<file path="src/sv/assert_macros.svh">
// assertion macros shared by the bank mapper rtl
// expects clk and rst_n in the scope of each use
`ifndef ASSERT_MACROS_SVH
`define ASSERT_MACROS_SVH

// checked only while out of reset
`define RBM_ASSERT(lbl, prop, msg) \
  lbl: assert property (@(posedge clk) disable iff (!rst_n) prop) else $error(msg);

// checked at every edge, reset included
`define RBM_ASSERT_ALWAYS(lbl, prop, msg) \
  lbl: assert property (@(posedge clk) prop) else $error(msg);

`endif

</file>
<file path="src/sv/rbm_pkg.sv">
// types, codes and the page reduction table for the rom bank mapper
// no dependencies
`default_nettype none

package rbm_pkg;

  localparam int unsigned MAX_PRG_PAGES_DEF = 256;

  localparam int unsigned CNT_W     = 9;
  localparam int unsigned CFG_IDX_W = 1;
  localparam int unsigned OFFSET_W  = 21;
  localparam int unsigned ADDR_W    = 16;
  localparam int unsigned DATA_W    = 8;
  localparam int unsigned REQ_W     = 2;

  localparam logic [CFG_IDX_W-1:0] CFG_PRG_PAGES = 1'b0;
  localparam logic [CFG_IDX_W-1:0] CFG_CHR_PAGES = 1'b1;

  localparam logic [CNT_W-1:0] PRG_PAGES_RST = 9'd2;
  localparam logic [CNT_W-1:0] CHR_PAGES_RST = 9'd0;

  localparam logic [REQ_W-1:0] REQ_READ  = 2'd0;
  localparam logic [REQ_W-1:0] REQ_WRITE = 2'd1;

  // bank select commands, low three bits of the control byte
  localparam logic [2:0] CMD_CHR_2K_LAST = 3'd1;
  localparam logic [2:0] CMD_PRG_FIRST   = 3'd6;

  // write decode: address bits 15..13 and bit 0
  typedef enum logic [3:0] {
    WR_CTRL    = 4'b1000,
    WR_BANK    = 4'b1001,
    WR_MIRROR  = 4'b1010,
    WR_SRAM    = 4'b1011,
    WR_RELOAD  = 4'b1100,
    WR_CLEAR   = 4'b1101,
    WR_IRQ_OFF = 4'b1110,
    WR_IRQ_ON  = 4'b1111
  } wr_reg_t;

  typedef struct packed {
    logic [OFFSET_W-1:0] prg_offset;
    logic                chr_copy;
    logic [2:0]          chr_slot;
    logic [7:0]          chr_page;
    logic                mirror_horizontal;
    logic                irq;
    logic                last;
  } rbm_result_t;

  typedef struct packed {
    logic        valid;
    logic        two;
    rbm_result_t first;
    rbm_result_t second;
  } rbm_push_t;

  // i mod m for i in 0..255, built by counting so no divide is needed
  function automatic logic [255:0][7:0] mod_table(input int unsigned m);
    logic [255:0][7:0] t;
    int unsigned r;
    r = 0;
    for (int i = 0; i < 256; i++) begin
      t[i] = 8'(r);
      r = (r + 1 == m) ? 0 : r + 1;
    end
    return t;
  endfunction

endpackage

`default_nettype wire

</file>
<file path="src/sv/rbm_ifs.sv">
// valid/ready stream interfaces for the bank mapper request and result channels
// depends on rbm_pkg
`default_nettype none

interface rbm_in_if
  import rbm_pkg::*;
();
  logic              valid;
  logic              ready;
  logic [REQ_W-1:0]  req_type;
  logic [ADDR_W-1:0] addr;
  logic [DATA_W-1:0] wdata;

  modport source (output valid, output req_type, output addr, output wdata, input ready);
  modport sink (input valid, input req_type, input addr, input wdata, output ready);
endinterface

interface rbm_out_if
  import rbm_pkg::*;
();
  logic                valid;
  logic                ready;
  logic [OFFSET_W-1:0] prg_offset;
  logic                chr_copy;
  logic [2:0]          chr_slot;
  logic [7:0]          chr_page;
  logic                mirror_horizontal;
  logic                irq;
  logic                last;

  modport source (output valid, output prg_offset, output chr_copy, output chr_slot,
                  output chr_page, output mirror_horizontal, output irq, output last,
                  input ready);
  modport sink (input valid, input prg_offset, input chr_copy, input chr_slot,
                input chr_page, input mirror_horizontal, input irq, input last,
                output ready);
endinterface

`default_nettype wire

</file>
<file path="src/sv/rbm_core.sv">
// mapper state, address translation, write decode and scanline counter
// depends on rbm_pkg and assert_macros.svh
`default_nettype none
`include "assert_macros.svh"

module rbm_core
  import rbm_pkg::*;
#(
  parameter int unsigned MAX_PRG_PAGES = MAX_PRG_PAGES_DEF
) (
  input  wire logic                 clk,
  input  wire logic                 rst_n,
  input  wire logic                 cfg_we,
  input  wire logic [CFG_IDX_W-1:0] cfg_index,
  input  wire logic [CNT_W-1:0]     cfg_wdata,
  input  wire logic                 accept,
  input  wire logic [REQ_W-1:0]     req_type,
  input  wire logic [ADDR_W-1:0]    addr,
  input  wire logic [DATA_W-1:0]    wdata,
  output rbm_push_t                 push
);

  localparam logic [255:0][7:0] MOD_TBL = mod_table(MAX_PRG_PAGES);
  localparam logic [7:0]        MOD_256 = 8'(256 % MAX_PRG_PAGES);
  localparam logic [CNT_W-1:0]  MOD_M   = CNT_W'(MAX_PRG_PAGES);

  logic [CNT_W-1:0] prg_cnt_r, prg_cnt_nxt;
  logic [CNT_W-1:0] chr_cnt_r, chr_cnt_nxt;
  logic [7:0]       ctrl_r, ctrl_nxt;
  logic [7:0]       bank_first_r, bank_first_nxt;
  logic [7:0]       bank_second_r, bank_second_nxt;
  logic [7:0]       lc_r, lc_nxt;
  logic [7:0]       reload_r, reload_nxt;
  logic             irq_en_r, irq_en_nxt;
  logic             mirror_r, mirror_nxt;

  // read translation
  logic [1:0]       window;
  logic [1:0]       sel;
  logic [CNT_W-1:0] prg_mask;
  logic [CNT_W-1:0] fixed_page;
  logic [CNT_W-1:0] page_raw;
  logic [CNT_W-1:0] page_and;
  logic [CNT_W-1:0] page_sum;
  logic [CNT_W-1:0] page_red;

  // character side
  logic [CNT_W-1:0] chr_mask;
  logic [2:0]       cmd;
  logic [2:0]       inv;
  logic [2:0]       slot_2k;
  logic [7:0]       page_lo;
  logic [7:0]       page_hi;
  logic [7:0]       page_1k;
  wr_reg_t          wr_reg;

  always_comb begin
    window     = addr[14:13];
    sel        = (window - {1'b0, ctrl_r[6]}) ^ {1'b0, ctrl_r[6]};
    prg_mask   = prg_cnt_r - CNT_W'(1);
    fixed_page = prg_cnt_r - CNT_W'(2) + {{(CNT_W-1){1'b0}}, window[0]};
    case (sel)
      2'd0:    page_raw = {1'b0, bank_first_r};
      2'd1:    page_raw = {1'b0, bank_second_r};
      default: page_raw = fixed_page;
    endcase
    page_and = page_raw & prg_mask;
    // mod by a constant: table for the low byte, folded-in weight of bit 8
    page_sum = {1'b0, MOD_TBL[page_and[7:0]]}
             + (page_and[8] ? {1'b0, MOD_256} : CNT_W'(0));
    page_red = (page_sum >= MOD_M) ? page_sum - MOD_M : page_sum;
  end

  always_comb begin
    chr_mask = chr_cnt_r - CNT_W'(1);
    cmd      = ctrl_r[2:0];
    inv      = {ctrl_r[7], 2'b00};
    slot_2k  = {1'b0, cmd[0], 1'b0} ^ inv;
    page_lo  = (wdata & 8'hFE) & chr_mask[7:0];
    page_hi  = (wdata | 8'h01) & chr_mask[7:0];
    page_1k  = wdata & chr_mask[7:0];
    wr_reg   = wr_reg_t'({addr[15:13], addr[0]});
  end

  always_comb begin
    prg_cnt_nxt     = prg_cnt_r;
    chr_cnt_nxt     = chr_cnt_r;
    ctrl_nxt        = ctrl_r;
    bank_first_nxt  = bank_first_r;
    bank_second_nxt = bank_second_r;
    lc_nxt          = lc_r;
    reload_nxt      = reload_r;
    irq_en_nxt      = irq_en_r;
    mirror_nxt      = mirror_r;
    push            = '0;
    push.first.last = 1'b1;

    if (cfg_we) begin
      if (cfg_index == CFG_PRG_PAGES) prg_cnt_nxt = cfg_wdata;
      else chr_cnt_nxt = cfg_wdata;
    end

    if (accept) begin
      push.valid = 1'b1;
      if (req_type == REQ_READ) begin
        push.first.prg_offset = {page_red[7:0], addr[12:0]};
      end else if (req_type == REQ_WRITE) begin
        unique case (wr_reg)
          WR_CTRL:   ctrl_nxt = wdata;
          WR_BANK: begin
            if (cmd >= CMD_PRG_FIRST) begin
              if (ctrl_r[0]) bank_second_nxt = wdata;
              else bank_first_nxt = wdata;
            end else if (chr_cnt_r != '0) begin
              push.first.chr_copy = 1'b1;
              if (cmd <= CMD_CHR_2K_LAST) begin
                push.two               = 1'b1;
                push.first.chr_slot    = slot_2k;
                push.first.chr_page    = page_lo;
                push.first.last        = 1'b0;
                push.second.chr_copy   = 1'b1;
                push.second.chr_slot   = slot_2k | 3'd1;
                push.second.chr_page   = page_hi;
                push.second.last       = 1'b1;
              end else begin
                push.first.chr_slot = (cmd + 3'd2) ^ inv;
                push.first.chr_page = page_1k;
              end
            end
          end
          WR_MIRROR:  mirror_nxt = wdata[0];
          WR_RELOAD:  reload_nxt = wdata;
          WR_CLEAR:   lc_nxt     = '0;
          WR_IRQ_OFF: irq_en_nxt = 1'b0;
          WR_IRQ_ON:  irq_en_nxt = 1'b1;
          default: ;
        endcase
      end else begin
        if (lc_r == '0) begin
          lc_nxt = reload_r;
        end else begin
          lc_nxt         = lc_r - 8'd1;
          push.first.irq = (lc_r == 8'd1) && irq_en_r;
        end
      end
    end

    push.first.mirror_horizontal  = mirror_nxt;
    push.second.mirror_horizontal = mirror_nxt;
  end

  always_ff @(posedge clk) begin
    if (!rst_n) begin
      prg_cnt_r     <= PRG_PAGES_RST;
      chr_cnt_r     <= CHR_PAGES_RST;
      ctrl_r        <= '0;
      bank_first_r  <= '0;
      bank_second_r <= 8'd1;
      lc_r          <= '0;
      reload_r      <= '0;
      irq_en_r      <= 1'b0;
      mirror_r      <= 1'b0;
    end else begin
      prg_cnt_r     <= prg_cnt_nxt;
      chr_cnt_r     <= chr_cnt_nxt;
      ctrl_r        <= ctrl_nxt;
      bank_first_r  <= bank_first_nxt;
      bank_second_r <= bank_second_nxt;
      lc_r          <= lc_nxt;
      reload_r      <= reload_nxt;
      irq_en_r      <= irq_en_nxt;
      mirror_r      <= mirror_nxt;
    end
  end

  `RBM_ASSERT(a_two_are_copies, push.valid && push.two |-> push.first.chr_copy && push.second.chr_copy && !push.first.last && push.second.last, "two-result item must be a pair of copies")
  `RBM_ASSERT(a_irq_only_tick, push.valid && push.first.irq |-> req_type != REQ_READ && req_type != REQ_WRITE && irq_en_r, "irq raised outside an enabled tick")
  `RBM_ASSERT(a_tick_reload, accept && req_type != REQ_READ && req_type != REQ_WRITE && lc_r == '0 |=> lc_r == $past(reload_r), "counter not reloaded at zero")

endmodule

`default_nettype wire

</file>
<file path="src/sv/rbm_outq.sv">
// four-entry result queue, takes one or two results per transaction
// depends on rbm_pkg and assert_macros.svh
`default_nettype none
`include "assert_macros.svh"

module rbm_outq
  import rbm_pkg::*;
(
  input  wire logic      clk,
  input  wire logic      rst_n,
  input  wire rbm_push_t push,
  output logic           room,
  output logic           head_valid,
  output rbm_result_t    head,
  input  wire logic      pop
);

  localparam int unsigned DEPTH = 4;
  localparam int unsigned PTR_W = $clog2(DEPTH);
  localparam int unsigned CNT_QW = $clog2(DEPTH + 1);

  rbm_result_t         mem_r [DEPTH];
  logic [PTR_W-1:0]    wptr_r, wptr_nxt;
  logic [PTR_W-1:0]    rptr_r, rptr_nxt;
  logic [CNT_QW-1:0]   count_r, count_nxt;
  logic [PTR_W-1:0]    wptr_p1;
  logic [CNT_QW-1:0]   n_in;

  always_comb begin
    // room for the largest item, so an accepted item never overflows the queue
    room       = count_r <= CNT_QW'(DEPTH - 2);
    head_valid = count_r != '0;
    head       = mem_r[rptr_r];
    wptr_p1    = wptr_r + PTR_W'(1);
    n_in       = push.valid ? (push.two ? CNT_QW'(2) : CNT_QW'(1)) : CNT_QW'(0);
    wptr_nxt   = wptr_r + n_in[PTR_W-1:0];
    rptr_nxt   = pop ? rptr_r + PTR_W'(1) : rptr_r;
    count_nxt  = count_r + n_in - (pop ? CNT_QW'(1) : CNT_QW'(0));
  end

  always_ff @(posedge clk) begin
    if (push.valid) begin
      mem_r[wptr_r] <= push.first;
      if (push.two) mem_r[wptr_p1] <= push.second;
    end
  end

  always_ff @(posedge clk) begin
    if (!rst_n) begin
      wptr_r  <= '0;
      rptr_r  <= '0;
      count_r <= '0;
    end else begin
      wptr_r  <= wptr_nxt;
      rptr_r  <= rptr_nxt;
      count_r <= count_nxt;
    end
  end

  `RBM_ASSERT(a_count_bound, count_r <= CNT_QW'(DEPTH), "queue count beyond depth")
  `RBM_ASSERT(a_no_overflow, push.valid |-> count_r <= CNT_QW'(DEPTH - 2), "push without room")
  `RBM_ASSERT(a_ptr_track, 1'b1 |=> wptr_r - rptr_r == count_r[PTR_W-1:0], "pointers disagree with count")

endmodule

`default_nettype wire

</file>
<file path="src/sv/rom_bank_mapper_with_line_irq.sv">
// cartridge rom bank mapper with scanline interrupt counter
// each request's results are registered in the result queue and offered from its head in request order
// throughput: one request per cycle, save for the pauses below; a two-copy bank write yields two results
// intake pauses only when the four-entry result queue has fewer than two free slots
// synchronous active-low reset: counts 2 and 0, bank two at page 1, all else zero
`default_nettype none

module rom_bank_mapper_with_line_irq
  import rbm_pkg::*;
#(
  parameter int unsigned MAX_PRG_PAGES = MAX_PRG_PAGES_DEF
) (
  input  wire logic                 clk,
  input  wire logic                 rst_n,
  input  wire logic                 cfg_we,
  input  wire logic [CFG_IDX_W-1:0] cfg_index,
  input  wire logic [CNT_W-1:0]     cfg_wdata,
  rbm_in_if.sink                    in_ch,
  rbm_out_if.source                 out_ch
);

  rbm_push_t   push;
  rbm_result_t head;
  logic        room;
  logic        head_valid;
  logic        accept;
  logic        pop;

  assign in_ch.ready = room;
  assign accept      = in_ch.valid && room;
  assign pop         = head_valid && out_ch.ready;

  rbm_core #(
    .MAX_PRG_PAGES(MAX_PRG_PAGES)
  ) u_core (
    .clk      (clk),
    .rst_n    (rst_n),
    .cfg_we   (cfg_we),
    .cfg_index(cfg_index),
    .cfg_wdata(cfg_wdata),
    .accept   (accept),
    .req_type (in_ch.req_type),
    .addr     (in_ch.addr),
    .wdata    (in_ch.wdata),
    .push     (push)
  );

  rbm_outq u_outq (
    .clk       (clk),
    .rst_n     (rst_n),
    .push      (push),
    .room      (room),
    .head_valid(head_valid),
    .head      (head),
    .pop       (pop)
  );

  assign out_ch.valid             = head_valid;
  assign out_ch.prg_offset        = head.prg_offset;
  assign out_ch.chr_copy          = head.chr_copy;
  assign out_ch.chr_slot          = head.chr_slot;
  assign out_ch.chr_page          = head.chr_page;
  assign out_ch.mirror_horizontal = head.mirror_horizontal;
  assign out_ch.irq               = head.irq;
  assign out_ch.last              = head.last;

endmodule

`default_nettype wire
</file>
<file path="src/flat_wrapper.sv">
// flat-port wrapper written by rule: the top's interface ports become plain ports
module rom_bank_mapper_with_line_irq_flat import rbm_pkg::*;
#(
  parameter int unsigned MAX_PRG_PAGES = MAX_PRG_PAGES_DEF
)
  (clk, rst_n, cfg_we, cfg_index, cfg_wdata, in_ch_valid, in_ch_req_type, in_ch_addr, in_ch_wdata, in_ch_ready, out_ch_valid, out_ch_prg_offset, out_ch_chr_copy, out_ch_chr_slot, out_ch_chr_page, out_ch_mirror_horizontal, out_ch_irq, out_ch_last, out_ch_ready);
  rbm_in_if in_ch_i ();
  rbm_out_if out_ch_i ();
  input  wire logic clk;
  input  wire logic rst_n;
  input  wire logic cfg_we;
  input  wire logic [CFG_IDX_W-1:0] cfg_index;
  input  wire logic [CNT_W-1:0] cfg_wdata;
  input wire logic [$bits(in_ch_i.valid)-1:0] in_ch_valid;
  input wire logic [$bits(in_ch_i.req_type)-1:0] in_ch_req_type;
  input wire logic [$bits(in_ch_i.addr)-1:0] in_ch_addr;
  input wire logic [$bits(in_ch_i.wdata)-1:0] in_ch_wdata;
  output wire logic [$bits(in_ch_i.ready)-1:0] in_ch_ready;
  output wire logic [$bits(out_ch_i.valid)-1:0] out_ch_valid;
  output wire logic [$bits(out_ch_i.prg_offset)-1:0] out_ch_prg_offset;
  output wire logic [$bits(out_ch_i.chr_copy)-1:0] out_ch_chr_copy;
  output wire logic [$bits(out_ch_i.chr_slot)-1:0] out_ch_chr_slot;
  output wire logic [$bits(out_ch_i.chr_page)-1:0] out_ch_chr_page;
  output wire logic [$bits(out_ch_i.mirror_horizontal)-1:0] out_ch_mirror_horizontal;
  output wire logic [$bits(out_ch_i.irq)-1:0] out_ch_irq;
  output wire logic [$bits(out_ch_i.last)-1:0] out_ch_last;
  input wire logic [$bits(out_ch_i.ready)-1:0] out_ch_ready;
  assign in_ch_i.valid = in_ch_valid;
  assign in_ch_i.req_type = in_ch_req_type;
  assign in_ch_i.addr = in_ch_addr;
  assign in_ch_i.wdata = in_ch_wdata;
  assign in_ch_ready = in_ch_i.ready;
  assign out_ch_valid = out_ch_i.valid;
  assign out_ch_prg_offset = out_ch_i.prg_offset;
  assign out_ch_chr_copy = out_ch_i.chr_copy;
  assign out_ch_chr_slot = out_ch_i.chr_slot;
  assign out_ch_chr_page = out_ch_i.chr_page;
  assign out_ch_mirror_horizontal = out_ch_i.mirror_horizontal;
  assign out_ch_irq = out_ch_i.irq;
  assign out_ch_last = out_ch_i.last;
  assign out_ch_i.ready = out_ch_ready;
  rom_bank_mapper_with_line_irq #(.MAX_PRG_PAGES(MAX_PRG_PAGES)) u_core (.clk(clk), .rst_n(rst_n), .cfg_we(cfg_we), .cfg_index(cfg_index), .cfg_wdata(cfg_wdata), .in_ch(in_ch_i), .out_ch(out_ch_i));
endmodule
</file>
<file path="config.mk">
export PLATFORM = sky130hd
export DESIGN_NAME = rom_bank_mapper_with_line_irq_flat
export DESIGN_NICKNAME = d
export VERILOG_FILES = /design/src/sv/rbm_pkg.sv /design/src/sv/rbm_ifs.sv /design/src/sv/rbm_core.sv /design/src/sv/rbm_outq.sv /design/src/sv/rom_bank_mapper_with_line_irq.sv /design/src/flat_wrapper.sv
export VERILOG_INCLUDE_DIRS = /design/src /design/src/sv
export SDC_FILE = /design/constraint.sdc
export NUM_CORES = 1
export LEC_CHECK = 0
export BUFFER_PORTS_ARGS = -buffer_cell sky130_fd_sc_hd__buf_2
export CORE_UTILIZATION = 35
export DETAILED_ROUTE_END_ITERATION = 8
export MAX_ROUTING_LAYER = met4
export PLACE_DENSITY = 0.6
export SETUP_SLACK_MARGIN = 0.02
export SLEW_MARGIN = 20
export SYNTH_ARGS = -nofsm -noshare
export SYNTH_HDL_FRONTEND = slang
export SYNTH_SLANG_ARGS = --single-unit
</file>
<file path="constraint.sdc">
create_clock -name clk -period 3.1 [get_ports clk]
set_clock_uncertainty 0.2 [all_clocks]
set_input_delay 0.31 -clock clk [delete_from_list [all_inputs] [get_ports clk]]
set_output_delay 0.31 -clock clk [all_outputs]
set_load 0.02 [all_outputs]
</file>
# Yosys cells after proc, flatten, opt, wreduce, memory -nomap -nowiden
# Memory sizes are Yosys's and may differ from the RTL's. A register that Yosys moved wholly into a read port is not among the register bits.
# Index checks and enable logic that the tools add are counted.
[op_classes]
add_sub_neg = 13
order_cmp = 5
n_eq_ne = 11
n_mux = 52
bitwise = 10
n_reduce_logical = 17
[ops]
columns = ["operator", "count"]
rows = [
  ["12-bit 2-to-1 mux", 12],
  ["8-bit 2-to-1 mux", 5],
  ["35-bit 2-to-1 mux", 1],
  ["8-bit AND", 4],
  ["8-bit by 1-bit subtractor with 8-bit output, second input constant", 4],
  ["4-bit equality test, second input constant", 7],
  ["1-bit 2-to-1 mux", 24],
  ["21-bit 2-to-1 mux", 1],
  ["8-bit case mux with 2 select lines", 1],
  ["2-bit 2-to-1 mux", 6],
  ["4-bit AND reduction", 3],
  ["6-bit AND reduction", 2],
  ["11-bit 2-to-1 mux", 1],
  ["8-bit by 9-bit >= comparator with 1-bit output, second input constant", 1],
  ["8-bit by 9-bit < comparator with 1-bit output, second input constant", 1],
  ["9-bit nonzero test", 1],
  ["8-bit by 1-bit adder with 8-bit output", 1],
  ["8-bit by 1-bit equality test with 1-bit output, second input constant", 1],
  ["8-bit zero test", 1],
  ["8-bit by 2-bit subtractor with 8-bit output, second input constant", 1],
  ["2-bit by 1-bit adder with 2-bit output, second input constant", 2],
  ["2-bit by 1-bit equality test with 1-bit output, second input constant", 2],
  ["2-bit zero test", 2],
  ["2-bit AND reduction", 2],
  ["18 further kinds", 22],
]
[word_totals]
register_bits = 66
ram_bits = 144
mem_bits_ro = 2048
inputBits = 41
out_inout_bits = 38
word_cells = 122
mem_count = 2
[mem_list]
columns = ["name", "depth", "word_bits", "read_ports", "rd_clocked_by_memory_dff", "wr", "line", "text"]
rows = [
  ["(no name shown)", 256, 8, 1, 0, 0, "rbm_core.sv:69", "page_sum = {1'b0, MOD_TBL[page_and[7:0]]}"],
  ["u_core.u_outq.mem_r", 4, 36, 1, 1, 2, "rbm_outq.sv:22", "rbm_result_t mem_r [DEPTH];"],
]

# Depth between registers and ports, before layout
[logic_depth]
depth_word = 15
mapped_depth = 16
ltp_nobuf = 15

# By module
# Synthesis repeated with hierarchy kept, for this count alone.
[unflattened]
cells_unflattened = 836
area_unflattened_um2 = 11539.8
[by_module_without_submodules]
columns = ["mod", "instances", "cells_per_inst", "area_each_um2"]
rows = [
  ["rbm_outq", 1, 401, 7872.6],
  ["rbm_core", 1, 433, 3654.8],
  ["rom_bank_mapper_with_line_irq", 1, 2, 12.5],
]

# Worst setup path before layout
# No wires, ideal clock.
[synth_timing]
path_type = "register -> register"
start = "reg u_core.u_core.chr_cnt_r[2]"
end = "reg u_core.u_outq.count_r[2]"
setup_ps = 115
t_arrival_ps = 2979
t_required_ps = 2785
slack_ps = -194
path_stages_with_launch = 14
path_cell_list = "dfxtp_1 or4_4 nor4b_4 a211oi_2 and2_1 nand2b_1 ha_1 inv_1 ha_1 inv_1 fa_1 xor2_1 xnor2_1 and2_1"
[synth_via]
elab_chain_len = 11
[synth_rtl]
columns = ["element", "line", "text"]
rows = [
  ["start: declaration", "rbm_core.sv:28", "logic [CNT_W-1:0] chr_cnt_r, chr_cnt_nxt;"],
  ["start signal: assignment", "rbm_core.sv:165", "chr_cnt_r <= chr_cnt_nxt;"],
  ["9-bit nonzero test", "rbm_core.sv:114", "end else if (chr_cnt_r != '0) begin"],
  ["1-bit 2-to-1 mux", "rbm_core.sv:114", ""],
  ["1-bit 2-to-1 mux", "rbm_core.sv:111", "if (cmd >= CMD_PRG_FIRST) begin"],
  ["1-bit 2-to-1 mux", "rbm_core.sv:108", "unique case (wr_reg)"],
  ["1-bit 2-to-1 mux", "rbm_core.sv:107", "end else if (req_type == REQ_WRITE) begin"],
  ["1-bit 2-to-1 mux", "rbm_core.sv:105", "if (req_type == REQ_READ) begin"],
  ["35-bit 2-to-1 mux", "rbm_core.sv:103", "if (accept) begin"],
  ["2-bit 2-to-1 mux (2 in series)", "rbm_outq.sv:35", "n_in = push.valid ? (push.two ? CNT_QW'(2) : CNT_QW'(1)) : CNT_QW'(0);"],
  ["3-bit by 2-bit adder with 3-bit output", "rbm_outq.sv:38", "count_nxt = count_r + n_in - (pop ? CNT_QW'(1) : CNT_QW'(0));"],
  ["3-bit by 1-bit subtractor with 3-bit output", "rbm_outq.sv:38", ""],
  ["end signal: assignment", "rbm_outq.sv:56", "count_r <= count_nxt;"],
  ["end: declaration", "rbm_outq.sv:25", "logic [CNT_QW-1:0] count_r, count_nxt;"],
]
# No other way between the ends.
# A chain may end at the register's enable or synchronous reset.

# Worst setup path after layout
[layout_timing]
start = "reg u_core.u_core.chr_cnt_r[3]"
end = "reg u_core.u_outq.count_r[2]"
# The elaborated chain is that of the path after synthesis.

==> results.sh <==
export IMPL_status="finished, violations left"
export IMPL_violations="DRC"
export IMPL_drc=5
export IMPL_vias=7132
export IMPL_placedCellCount=1276
export IMPL_worst_ep_arrival_time_ps=3270
export IMPL_avgSynthCellArea_sq_um=11.1
export IMPL_met2_usage_pct=28.8
export IMPL_netlist_area_sq_mm=0.00939
export IMPL_syn_to_final_growth_pct=25.0
export IMPL_finalHoldWorstSlack_ps=17.8
export IMPL_met3_usage_pct=2.98
export IMPL_fmax_ghz=0.325
export IMPL_num_rows=59
export IMPL_io_pins=79
export IMPL_fin_crit_sh_pct=99.2
export IMPL_syn_inst=844
export IMPL_holdCritPathClass="in -> reg"
export IMPL_wl_per_cell_microns=18.5
export IMPL_grt_ovfl_total=0
export IMPL_power_total_mw=8.73
export IMPL_clock_root_buffer="clkbuf_16"
export IMPL_yosysMostFrequentCell="dfxtp_1"
export IMPL_globalRouteMet1Util_pct=25.7
export IMPL_cts_buffers=23
export IMPL_netlist_top_cells_area="dfxtp_1 (33%), edfxtp_1 (18%), mux4_2 (8.6%)"
export IMPL_dr_pass1_iters=6
export IMPL_cp_end_kind="flip-flop"
export IMPL_worst_pin_slew_ps=712
export IMPL_antenna_found_initial=0
export IMPL_fin_crit_ps=3070
export IMPL_clock_latency_ps=500
export IMPL_postRouteAntennaNets=0
export IMPL_async_flop_share_pct=0
export IMPL_cts_max_path_buffers=3
export IMPL_worstSetupStartpointType="flip-flop"
export IMPL_finalNonFillerCells=1349
export IMPL_path_cells="or4_4 > nor4b_4 > a211oi_4 > and2_4 > nand2b_4 > ha_4 > inv_2 > ha_4 > inv_2 > fa_2 > xor2_1 > xnor2_1 > and2_1"
export IMPL_cp_required_ps=3290
export IMPL_synth_top_cell_by_area="dfxtp_1"
export IMPL_drive_above_1_share_pct=24.0
export IMPL_finalSetupTns_ps=0
export IMPL_nFillCells=2467
export IMPL_ys_seq_elements=209
export IMPL_viasPerCell=5.29
export IMPL_ys_top_cells_by_count="dfxtp_1 (153), nor2_1 (70), a22o_1 (64)"
export IMPL_cts_sinks=209
export IMPL_slowest_delay_ps=550
export IMPL_syn_num_nets=901
export IMPL_busiest_layer="met2"
export IMPL_track_usage_pct=18.8
export IMPL_synth_top_cell_area_share_pct=32.6
export IMPL_cts_tree="yes"
export IMPL_cts_htree_levels=1
export IMPL_die_x_microns=166
export IMPL_ys_flop_type="dfxtp_1"
export IMPL_setup_viol=0
export IMPL_grt_first_pass_wirelength_microns=39700
export IMPL_grt_pass1_vias=6994
export IMPL_peakVddDrop_uv=787
export IMPL_p_per_area_mw_per_mm2=744
export IMPL_dpl_hpwl_microns=17500
export IMPL_dieHeight_microns=166
export IMPL_gp_congestion=0.837
export IMPL_ys_warn_count=0
export IMPL_rsz0062_at_grt="yes"
export IMPL_clkTransAtPathRegs_ps=60
export IMPL_io_buffers=78
export IMPL_synth_edff_count=56
export IMPL_max_slew_margin_pct=52.5
export IMPL_grt_max_degree=65
export IMPL_report_final_slew_viol_count=0
export IMPL_cpMaxStageDelayCell="or4_4"
export IMPL_initial_core_util_pct=35.8
export IMPL_fp_dieArea_sq_mm=0.0275
export IMPL_criticalPathCategory="reg -> reg"
export IMPL_final_hold_viol_count=0
export IMPL_maxCapViolCount=0
export IMPL_leakagePower_nw=4.42
export IMPL_dr_first_iter_drc_count=441
export IMPL_wirelength_microns=25000
export IMPL_synth_distinct_cells=61
export IMPL_core_area_sq_mm=0.0262
export IMPL_seq_area_frac_synth_pct=50.5
export IMPL_fin_nets=1055
export IMPL_cp_max_fo=2
export IMPL_num_antenna_cells=0
routing by layer:
layer	share of wire [%]	vias to the layer above
met4	2.2	0
li1	-	3441
met5	0	-
met1	48	3503
met3	4.7	37
met2	45	151
state kept, by name, summed over array words and instances (netlist names), 2 cells and up, named ones only:
signal	flops
u_core.u_core.lc_r	8
u_core.u_core.bank_first_r	8
u_core.u_core.reload_r	8
u_core.u_core.prg_cnt_r	8
u_core.u_outq.wptr_r	2
u_core.u_core.ctrl_r	5
u_core.u_outq.rptr_r	2
u_core.u_outq.mem_r	144
u_core.u_core.chr_cnt_r	9
u_core.u_outq.count_r	3
u_core.u_core.bank_second_r	8
path summary, 6_finish.rpt:
check	from	end	depth (start not counted)	slack, ps
worst min register to register	u_core.u_outq.mem_r[1][34]	u_core.u_outq.mem_r[1][34]	1	260
worst max register to register	u_core.u_core.chr_cnt_r[3]	u_core.u_outq.count_r[2]	13	30
worst max-delay path	u_core.u_core.chr_cnt_r[3]	u_core.u_outq.count_r[2]	13	30
worst min-delay path	in_ch_wdata[0]	u_core.u_core.bank_second_r[0]	3	20
kinds of logic (layout without fill, tap and decap cells):
logic type      after synthesis  in the layout  share of synthesized area (%)
flops                       209            209                           50.5
fa+ha+maj                    16             16                           2.21
xor+xnor                     19             19                           1.77
compound gates              194            194                           16.0
buf+inv                      75            245                           3.26
mux                          68             68                           12.0
simple gates                263            263                           14.2
layout by cell type (no fill, tap or decap), drive strengths merged, types with 11 or more instances in the layout:
cell         netlist  final
a21oi             24     24
nand2             61     61
o2bb2ai           22     22
and2              11     11
nor2b             37     37
dfxtp            153    153
edfxtp            56     56
mux4              36     36
nor2              71     71
a21boi            19     19
nand3             21     21
o21ai             15     15
buf               17    145
mux2i             32     32
a22o              64     64
inv               27     27
dlygate4sd3        0     32
clkbuf            31     30
nor3              15     15
ha                15     15
power breakdown:
group / internal [mW] / total (mW) / leakage [nW] / switching (mW)
registers: 3.10 / 3.34 / 1.80 / 0.238
logic: 1.06 / 2.39 / 2.23 / 1.33
clock network: 1.90 / 3.00 / 0.403 / 1.10
critical path, delay by kind of cell, from the launching register on:
kind                       cells  cell delay, ps
xor gates and xnor gates       2             300
and+or+nand+nor                5            1330
DFF                            1             320
adders and majority gates      3             660
buffers and inverters          2              90
AOI/OAI and AO/OA              1              60
area by class of cell:
type                            count  area (sq um)  area share [%]
Clock inverter                     11           183            1.56
Multi-Input combinational cell    560          4410            37.5
Tap cell                          335           419            3.57
Timing Repair Buffer              177          1230            10.4
Clock buffer                       30           653            5.56
Sequential cell                   209          4750            40.5
Inverter                           27           101           0.863
what timing repair did:
action	CTS	global route
buffers inserted	0	0
endpoints found under the hold margin	90	0
hold buffers	32	0
pin swaps	3	0
gates resized for setup	1	2
endpoints found under the setup margin	1	1
through the flow:
| stage | utilization [%] | setup WS [ps] | instance area [sq um] |
|---|---|---|---|
| 6_report | 44.8 | 26.2 | 11700 |
| 2_1_floorplan | - | -95.5 | 9440 |
| 4_1_cts | 44.8 | 21.2 | 11700 |
| 5_1_grt | 44.8 | -70.5 | 11700 |
| 3_5_place_dp | 40.3 | -112 | 10600 |
| 3_3_place_gp | 40.3 | -11.8 | 10600 |
No activity file was read; power rests on OpenSTA's default activity.
